## src/clipped_colorkey_blit_writer_assert.svh

```systemverilog
// assertion macros for the blit writer
`ifndef CLIPPED_COLORKEY_BLIT_WRITER_ASSERT_SVH
`define CLIPPED_COLORKEY_BLIT_WRITER_ASSERT_SVH

`ifndef NO_ASSERTIONS
`define CCKB_ASSERT(lbl, prop, msg) \
    lbl: assert property (@(posedge aclk) disable iff (!aresetn) prop) else $error(msg);
`define CCKB_ASSERT_RST(lbl, prop, msg) \
    lbl: assert property (@(posedge aclk) prop) else $error(msg);
`else
`define CCKB_ASSERT(lbl, prop, msg)
`define CCKB_ASSERT_RST(lbl, prop, msg)
`endif

`endif

```

## src/cckb_pkg.sv

```systemverilog
package cckb_pkg;

    localparam int unsigned MAX_DIM = 4096;

    localparam logic [11:0] COL_MAX = 12'd4095;
    localparam logic [12:0] ROW_MAX = 13'd8191;

    localparam logic [31:0] MASK_555_B = 32'h0000_001F;
    localparam logic [31:0] MASK_555_G = 32'h0000_03E0;
    localparam logic [31:0] MASK_555_R = 32'h0000_7C00;
    localparam logic [31:0] MASK_565_G = 32'h0000_07E0;
    localparam logic [31:0] MASK_565_R = 32'h0000_F800;
    localparam logic [31:0] MASK_RGB24 = 32'h00FF_FFFF;

    localparam logic [12:0] RST_SCREEN_WIDTH  = 13'd640;
    localparam logic [12:0] RST_SCREEN_HEIGHT = 13'd480;
    localparam logic [12:0] RST_IMAGE_WIDTH   = 13'd1;

    typedef enum logic [2:0] {
        REG_SCREEN_WIDTH  = 3'd0,
        REG_SCREEN_HEIGHT = 3'd1,
        REG_PIXEL_FORMAT  = 3'd2,
        REG_DEST_X        = 3'd3,
        REG_DEST_Y        = 3'd4,
        REG_IMAGE_WIDTH   = 3'd5,
        REG_COLOR_KEY     = 3'd6,
        REG_KEY_ENABLE    = 3'd7
    } reg_index_t;

    typedef enum logic [1:0] {
        FMT_RGB555 = 2'd0,
        FMT_RGB565 = 2'd1,
        FMT_RGB24  = 2'd2,
        FMT_RGB32  = 2'd3
    } pixel_format_t;

    localparam logic [2:0] BYTES_16 = 3'd2;
    localparam logic [2:0] BYTES_24 = 3'd3;
    localparam logic [2:0] BYTES_32 = 3'd4;

    typedef struct packed {
        logic [12:0]        screen_width;
        logic [12:0]        screen_height;
        pixel_format_t      pixel_format;
        logic signed [12:0] dest_x;
        logic signed [12:0] dest_y;
        logic [12:0]        image_width;
        logic [31:0]        color_key;
        logic               key_enable;
    } cfg_t;

    typedef struct packed {
        logic        keep;
        logic [25:0] fb_offset;
        logic [31:0] write_data;
        logic [2:0]  byte_count;
    } result_t;

    function automatic logic [31:0] to_rgb555(input logic [31:0] c);
        return ((c >> 3) & MASK_555_B) | ((c >> 6) & MASK_555_G) | ((c >> 9) & MASK_555_R);
    endfunction

    function automatic logic [31:0] to_rgb565(input logic [31:0] c);
        return ((c >> 3) & MASK_555_B) | ((c >> 5) & MASK_565_G) | ((c >> 8) & MASK_565_R);
    endfunction

endpackage

```

## src/clipped_colorkey_blit_writer.sv

```systemverilog
// channel   dir  handshake          payload
// s_        in   s_tvalid/s_tready  tdata source_pixel, tlast last_pixel
// m_        out  m_tvalid/m_tready  tdata fb_offset, write_data, byte_count
// cfg_      in   cfg_wr_en          cfg_index, cfg_wdata
//
// one pixel per cycle sustained while m_tready is high; an input transaction passes to the result
// through the input register, then clip/convert/offset multiply into the output register
// reset is synchronous, active low; config back to defaults, counters to zero
// a stalled result holds in the output register while one more pixel is taken
// s_tready drops only when both registers are full and m_tready is low
`include "clipped_colorkey_blit_writer_assert.svh"

module clipped_colorkey_blit_writer (
    input  logic        aclk,
    input  logic        aresetn,
    input  logic        cfg_wr_en,
    input  logic [2:0]  cfg_index,
    input  logic [31:0] cfg_wdata,
    input  logic        s_tvalid,
    output logic        s_tready,
    input  logic [31:0] s_tdata,   // source_pixel
    input  logic        s_tlast,   // last_pixel
    output logic        m_tvalid,
    input  logic        m_tready,
    output logic [63:0] m_tdata    // fb_offset[25:0], write_data[57:26], byte_count[60:58]
);

    cckb_pkg::cfg_t    cfg;
    cckb_pkg::result_t result;

    logic [11:0] column;
    logic [12:0] row;
    logic        s_accept;
    logic        out_free;

    logic        s1_valid_reg, s1_valid_next;
    logic [31:0] s1_pixel_reg;
    logic [11:0] s1_column_reg;
    logic [12:0] s1_row_reg;

    logic        out_valid_reg, out_valid_next;
    logic [25:0] out_offset_reg;
    logic [31:0] out_data_reg;
    logic [2:0]  out_bytes_reg;

    cckb_cfg_regs u_cfg (
        .aclk      (aclk),
        .aresetn   (aresetn),
        .cfg_wr_en (cfg_wr_en),
        .cfg_index (cfg_index),
        .cfg_wdata (cfg_wdata),
        .cfg       (cfg)
    );

    cckb_pos_counter u_pos (
        .aclk        (aclk),
        .aresetn     (aresetn),
        .step        (s_accept),
        .last        (s_tlast),
        .image_width (cfg.image_width),
        .column      (column),
        .row         (row)
    );

    cckb_pixel_eval u_eval (
        .cfg    (cfg),
        .pixel  (s1_pixel_reg),
        .column (s1_column_reg),
        .row    (s1_row_reg),
        .result (result)
    );

    assign out_free = !out_valid_reg || m_tready;
    assign s_tready = !s1_valid_reg || out_free;
    assign s_accept = s_tvalid && s_tready;

    always_comb begin
        s1_valid_next = s1_valid_reg;
        if (s_accept) begin
            s1_valid_next = 1'b1;
        end else if (out_free) begin
            s1_valid_next = 1'b0;
        end
        out_valid_next = out_valid_reg;
        if (out_free) begin
            out_valid_next = s1_valid_reg && result.keep;
        end
    end

    always_ff @(posedge aclk) begin
        if (!aresetn) begin
            s1_valid_reg  <= 1'b0;
            out_valid_reg <= 1'b0;
        end else begin
            s1_valid_reg  <= s1_valid_next;
            out_valid_reg <= out_valid_next;
        end
    end

    always_ff @(posedge aclk) begin
        if (s_accept) begin
            s1_pixel_reg  <= s_tdata;
            s1_column_reg <= column;
            s1_row_reg    <= row;
        end
        if (out_free) begin
            out_offset_reg <= result.fb_offset;
            out_data_reg   <= result.write_data;
            out_bytes_reg  <= result.byte_count;
        end
    end

    assign m_tvalid = out_valid_reg;
    assign m_tdata  = {3'b000, out_bytes_reg, out_data_reg, out_offset_reg};

    // checks
    `CCKB_ASSERT_RST(a_reset_clears_out, !aresetn |=> !m_tvalid, "result valid after reset")
    `CCKB_ASSERT(a_last_clears_pos, s_accept && s_tlast |=> column == 12'd0 && row == 13'd0, "position not cleared after last transaction")
    `CCKB_ASSERT(a_ready_only_when_full, !s_tready |-> s1_valid_reg && m_tvalid && !m_tready, "input stalled without a full pipeline")
    `CCKB_ASSERT(a_narrow_data_zero, m_tvalid && out_bytes_reg == cckb_pkg::BYTES_16 |-> out_data_reg[31:16] == 16'd0, "16-bit result with high bits set")

endmodule

```

## src/cckb_cfg_regs.sv

```systemverilog
module cckb_cfg_regs (
    input  logic               aclk,
    input  logic               aresetn,
    input  logic               cfg_wr_en,
    input  logic [2:0]         cfg_index,
    input  logic [31:0]        cfg_wdata,
    output cckb_pkg::cfg_t     cfg
);

    cckb_pkg::cfg_t cfg_reg;
    cckb_pkg::cfg_t cfg_next;

    always_comb begin
        cfg_next = cfg_reg;
        if (cfg_wr_en) begin
            unique case (cckb_pkg::reg_index_t'(cfg_index))
                cckb_pkg::REG_SCREEN_WIDTH:  cfg_next.screen_width  = cfg_wdata[12:0];
                cckb_pkg::REG_SCREEN_HEIGHT: cfg_next.screen_height = cfg_wdata[12:0];
                cckb_pkg::REG_PIXEL_FORMAT:
                    cfg_next.pixel_format = cckb_pkg::pixel_format_t'(cfg_wdata[1:0]);
                cckb_pkg::REG_DEST_X:        cfg_next.dest_x        = $signed(cfg_wdata[12:0]);
                cckb_pkg::REG_DEST_Y:        cfg_next.dest_y        = $signed(cfg_wdata[12:0]);
                cckb_pkg::REG_IMAGE_WIDTH:   cfg_next.image_width   = cfg_wdata[12:0];
                cckb_pkg::REG_COLOR_KEY:     cfg_next.color_key     = cfg_wdata;
                cckb_pkg::REG_KEY_ENABLE:    cfg_next.key_enable    = cfg_wdata[0];
            endcase
        end
    end

    always_ff @(posedge aclk) begin
        if (!aresetn) begin
            cfg_reg.screen_width  <= cckb_pkg::RST_SCREEN_WIDTH;
            cfg_reg.screen_height <= cckb_pkg::RST_SCREEN_HEIGHT;
            cfg_reg.pixel_format  <= cckb_pkg::FMT_RGB32;
            cfg_reg.dest_x        <= '0;
            cfg_reg.dest_y        <= '0;
            cfg_reg.image_width   <= cckb_pkg::RST_IMAGE_WIDTH;
            cfg_reg.color_key     <= '0;
            cfg_reg.key_enable    <= 1'b0;
        end else begin
            cfg_reg <= cfg_next;
        end
    end

    assign cfg = cfg_reg;

endmodule

```

## src/cckb_pos_counter.sv

```systemverilog
module cckb_pos_counter (
    input  logic        aclk,
    input  logic        aresetn,
    input  logic        step,
    input  logic        last,
    input  logic [12:0] image_width,
    output logic [11:0] column,
    output logic [12:0] row
);

    localparam logic [13:0] MAX_W = 14'(cckb_pkg::MAX_DIM);

    logic [11:0] column_reg, column_next;
    logic [12:0] row_reg, row_next;
    logic [13:0] width_eff;
    logic [13:0] column_inc;

    always_comb begin
        width_eff = {1'b0, image_width};
        if (image_width == 13'd0) begin
            width_eff = 14'd1;
        end else if ({1'b0, image_width} > MAX_W) begin
            width_eff = MAX_W;
        end
        column_inc  = {2'b00, column_reg} + 14'd1;
        column_next = column_reg;
        row_next    = row_reg;
        if (step) begin
            if (last) begin
                column_next = '0;
                row_next    = '0;
            end else if (column_inc >= width_eff || column_reg >= cckb_pkg::COL_MAX) begin
                column_next = '0;
                if (row_reg < cckb_pkg::ROW_MAX) begin
                    row_next = row_reg + 13'd1;
                end
            end else begin
                column_next = column_inc[11:0];
            end
        end
    end

    always_ff @(posedge aclk) begin
        if (!aresetn) begin
            column_reg <= '0;
            row_reg    <= '0;
        end else begin
            column_reg <= column_next;
            row_reg    <= row_next;
        end
    end

    assign column = column_reg;
    assign row    = row_reg;

endmodule

```

## src/cckb_pixel_eval.sv

```systemverilog
module cckb_pixel_eval (
    input  cckb_pkg::cfg_t    cfg,
    input  logic [31:0]       pixel,
    input  logic [11:0]       column,
    input  logic [12:0]       row,
    output cckb_pkg::result_t result
);

    logic signed [13:0] sx;
    logic signed [14:0] sy;
    logic               visible;
    logic               keyed;
    logic [25:0]        row_base;
    logic [25:0]        idx;

    always_comb begin
        sx = {cfg.dest_x[12], cfg.dest_x} + $signed({2'b00, column});
        sy = {{2{cfg.dest_y[12]}}, cfg.dest_y} + $signed({2'b00, row});
        visible = !sx[13] && !sy[14] &&
                  (sx[12:0] < cfg.screen_width) &&
                  (sy[13:0] < {1'b0, cfg.screen_height});
        keyed = cfg.key_enable && (pixel == cfg.color_key);

        row_base = sy[12:0] * cfg.screen_width;
        idx      = row_base + {13'd0, sx[12:0]};

        result.keep = visible && !keyed;
        case (cfg.pixel_format)
            cckb_pkg::FMT_RGB555: begin
                result.byte_count = cckb_pkg::BYTES_16;
                result.write_data = cckb_pkg::to_rgb555(pixel);
                result.fb_offset  = {idx[24:0], 1'b0};
            end
            cckb_pkg::FMT_RGB565: begin
                result.byte_count = cckb_pkg::BYTES_16;
                result.write_data = cckb_pkg::to_rgb565(pixel);
                result.fb_offset  = {idx[24:0], 1'b0};
            end
            cckb_pkg::FMT_RGB24: begin
                result.byte_count = cckb_pkg::BYTES_24;
                result.write_data = pixel & cckb_pkg::MASK_RGB24;
                result.fb_offset  = {idx[24:0], 1'b0} + idx;
            end
            default: begin
                result.byte_count = cckb_pkg::BYTES_32;
                result.write_data = pixel;
                result.fb_offset  = {idx[23:0], 2'b00};
            end
        endcase
    end

endmodule
```

## config.mk

```make
export PLATFORM = sky130hd
export DESIGN_NAME = clipped_colorkey_blit_writer
export DESIGN_NICKNAME = d
export VERILOG_FILES = /design/src/cckb_pkg.sv /design/src/clipped_colorkey_blit_writer.sv /design/src/cckb_cfg_regs.sv /design/src/cckb_pos_counter.sv /design/src/cckb_pixel_eval.sv
export VERILOG_INCLUDE_DIRS = /design/src /design/src/src
export SDC_FILE = /design/constraint.sdc
export NUM_CORES = 1
export LEC_CHECK = 0
export BUFFER_PORTS_ARGS = -buffer_cell sky130_fd_sc_hd__buf_2
export CORE_MARGIN = 2
export CORE_UTILIZATION = 56
export CTS_CLUSTER_DIAMETER = 50
export DETAILED_ROUTE_END_ITERATION = 10
export HOLD_SLACK_MARGIN = 0.02
export PLACE_DENSITY_LB_ADDON = 0.08
export SLEW_MARGIN = 20
export SYNTH_ARGS = -nofsm -noshare
export SYNTH_HDL_FRONTEND = slang
export SYNTH_HIERARCHICAL = 1
export SYNTH_SLANG_ARGS = --single-unit
```

## constraint.sdc

```tcl
create_clock -name aclk -period 8.4 [get_ports aclk]
set_input_delay 1.68 -clock aclk [delete_from_list [all_inputs] [get_ports aclk]]
set_output_delay 1.68 -clock aclk [all_outputs]
set_load 0.01 [all_outputs]
```

==> results.py <==
metrics = {
    "sta": {
        "fin_crit_ns": 9.11,
        "timing.final.ws_setup_ns": -0.706,
        "setup_viol_count_final": 12,
        "whs_ns": 0.459,
        "rsz0062_at_grt": "true",
        "finClkSkew_ns": 0.0294,
        "worst-slew-pin-transition_ns": 1.09,
        "drv_slew": 0,
        "period_share_pct": 108,
        "relSlewSlack_pct": 27.5,
        "max_freq_ghz": 0.110,
        "finalSetupTns_ns": -6.06,
        "timing_hold_violations_final": 0,
    },
    "clock_tree": {
        "clock-sinks": 245,
        "ctsHtreeMaxLevel": 1,
        "clk_path_buf_depth": 3,
        "clkSlewWorstSetupHoldPaths_ns": 0.06,
        "cts_tree": "yes",
        "cts_buffers": 30,
        "clk_latency_ns": 0.57,
        "root_buffer": "clkbuf_16",
    },
    "job": {
        "drv_cap": 0,
    },
    "outcome": {
        "violations": "negative setup slack",
        "status": "finished, violations left",
    },
    "synthesis": {
        "synth.area.top_cells": "edfxtp_1 18%, fa_1 14%, dfxtp_1 13%, ha_1 12%, mux2i_1 5.9%",
        "synth_cell_types": 74,
        "ys_warn_count": 6,
        "syn_area_mm2": 0.0193,
        "synth_seq_area_share_pct": 31.6,
        "syn_inst": 1997,
        "ys_seq_elements": 245,
        "synthTopCellsByCount": "277 x nand2_1, 208 x inv_1, 179 x ha_1",
        "avgSynthCellArea_um2": 9.65,
        "yosys_most_used_dff": "dfxtp_1",
        "async_flop_share_pct": 0,
        "synth_top_area_share_pct": 18.4,
        "synth_top_area_cell": "edfxtp_1",
        "synth_enable_flop_cells": 118,
        "synth.most_common_cell": "nand2_1",
    },
    "layout": {
        "syn_to_final_growth_pct": 21.1,
        "final_nets": 2654,
        "fin_cells": 2743,
        "multi_input_area_mm2": 0.0127,
        "largest_register_ffs": 100,
        "seqCellArea_mm2": 0.00609,
        "drive_gt1_share_pct": 21.7,
        "fillerInstances": 2682,
    },
    "placement": {
        "post-place-ws_ns": -0.833,
        "dp_cells": 2661,
        "place_hpwl_um": 36600,
        "routabilityCongestion": 0.926,
        "port_buffers": 135,
    },
    "detailed_routing": {
        "drc": 0,
        "drtAntennaViolNets": 0,
        "via_per_inst": 5.54,
        "drt_iter0_markers": 881,
        "routedWlPerCell_um": 17.8,
        "via_count": 15200,
        "first_pass_iters": 6,
        "drt-total-wl_um": 49000,
    },
    "worst_setup_path": {
        "cp_data_required_time_ns": 8.72,
        "critical_path.max_stage_delay_ns": 0.52,
        "crit_fanout": 3,
        "crit_type": "flop to flop",
        "end_kind": "flop",
        "crit_path_start_kind": "flop",
        "crit_slowest_cell": "fa_1",
        "cpMostUsedCell": "fa_1",
        "critPathArrivalTime_ns": 9.43,
    },
    "grt": {
        "grt_pass1_vias": 15300,
        "grt_overflow": 0,
        "grt_antenna_before_repair": 2,
        "grt_pass1_wl_um": 77000,
        "grt.total_usage_pct": 26.8,
        "grt_max_degree": 91,
    },
    "floorplan": {
        "die_h_um": 190,
        "dieWidth_um": 190,
        "boundaryPins": 139,
        "dieArea_mm2": 0.0359,
        "placementRows": 67,
        "core_area_mm2": 0.0337,
        "initial_core_util_pct": 57.2,
    },
    "power": {
        "pwr_density_cell_mw_per_mm2": 236,
        "p_total_mw": 5.50,
        "peakVddDrop_uv": 224,
        "p_leak_nw": 11.2,
    },
    "min_path": {
        "worstHoldPathType": "flop to flop",
    },
}
==> per-stage QoR <==
| stage | cell area (um2) | utilization, % |
|---|---|---|
| final | 23400 | 69.3 |
| after global routing | 23400 | 69.3 |
| after CTS | 22900 | 68.1 |
| after detailed placement | 21500 | 63.7 |
| after global placement | 21500 | 63.7 |
| after floorplan | 19300 | - |
==> logic make-up (layout without fill, tap and decap cells) <==
family | Yosys count | after routing | share of synthesized area (%)
AND/OR/NAND/NOR | 634 | 634 | 16.0
AO/OA/AOI/OAI | 285 | 285 | 9.80
adder cells (fa/ha/maj) | 312 | 312 | 25.4
buffers and inverters | 296 | 590 | 6.16
flip-flops | 245 | 245 | 31.6
XOR/XNOR | 105 | 105 | 4.77
multiplexers | 119 | 119 | 6.22
other | 1 | 5 | 0.0195
==> report_power, final <==
part	leakage [nW]	total, mW	internal, mW	switching [mW]
logic	8.46	2.79	1.43	1.36
clock network	0.504	1.32	0.785	0.538
registers	2.26	1.39	1.35	0.0350
total	11.2	5.50	3.57	1.93
==> critical path, delay by kind of cell (launching register included) <==
family          cells  cell delay [ns]
compound gates     14             2.27
xor+xnor            2             0.32
fa+ha+maj          10             4.03
buf+inv             6             0.28
flops               1             0.37
simple gates        7             1.57
==> layout by cell type (no fill, tap or decap), drive strengths merged, types with 19 or more instances in the layout <==
cell type	netlist	final
and3	22	22
xnor2	80	80
and2	83	83
mux2i	113	113
dfxtp	127	127
ha	179	179
xor2	25	25
nor2	83	83
buf	20	326
fa	133	133
a21o	36	36
nand3	25	25
a21oi	92	92
nand2	277	277
nand4	23	23
nor2b	35	35
nand2b	22	22
nor3	19	19
inv	208	214
o21ai	44	44
clkbuf	67	34
o21a	20	20
edfxtp	118	118
==> final timing paths <==
kind / from / to / slack, ns / depth (start not counted)
min reg2reg: u_cfg/cfg[84]$_SDFFE_PN0P_ / u_cfg/cfg[84]$_SDFFE_PN0P_ / 0.46 / 2
min: u_cfg/cfg[84]$_SDFFE_PN0P_ / u_cfg/cfg[84]$_SDFFE_PN0P_ / 0.46 / 2
max: s1_row_reg[0]$_DFFE_PP_ / out_offset_reg[25]$_DFFE_PP_ / -0.71 / 39
max reg2reg: s1_row_reg[0]$_DFFE_PP_ / out_offset_reg[25]$_DFFE_PP_ / -0.71 / 39
==> repair_timing <==
item / in CTS / in global routing
resized for setup: 73 / 55
setup buffers: 16 / 12
cloned: 0 / 0
hold buffers: 0 / 0
pin swaps: 78 / 61
setup endpoints to repair: 13 / 14
==> area by class of cell <==
class	count	share of cell area, %
diodes	2	0.0214
clock buffers	34	3.41
clock inverters	22	1.04
inverters	208	3.35
multi-input cells	1458	54.5
flip-flops and latches	245	26.1
well taps	448	2.40
repair buffers	326	9.25
==> per-layer routing <==
metal	global-route usage, %	wire length (um)	share of wire, %
met3	3.19	1990	4.1
met5	0	0	0
met4	8.41	1300	2.7
met1	34.5	20900	43
met2	47.2	24800	51
No activity file was read; power rests on OpenSTA's default activity.
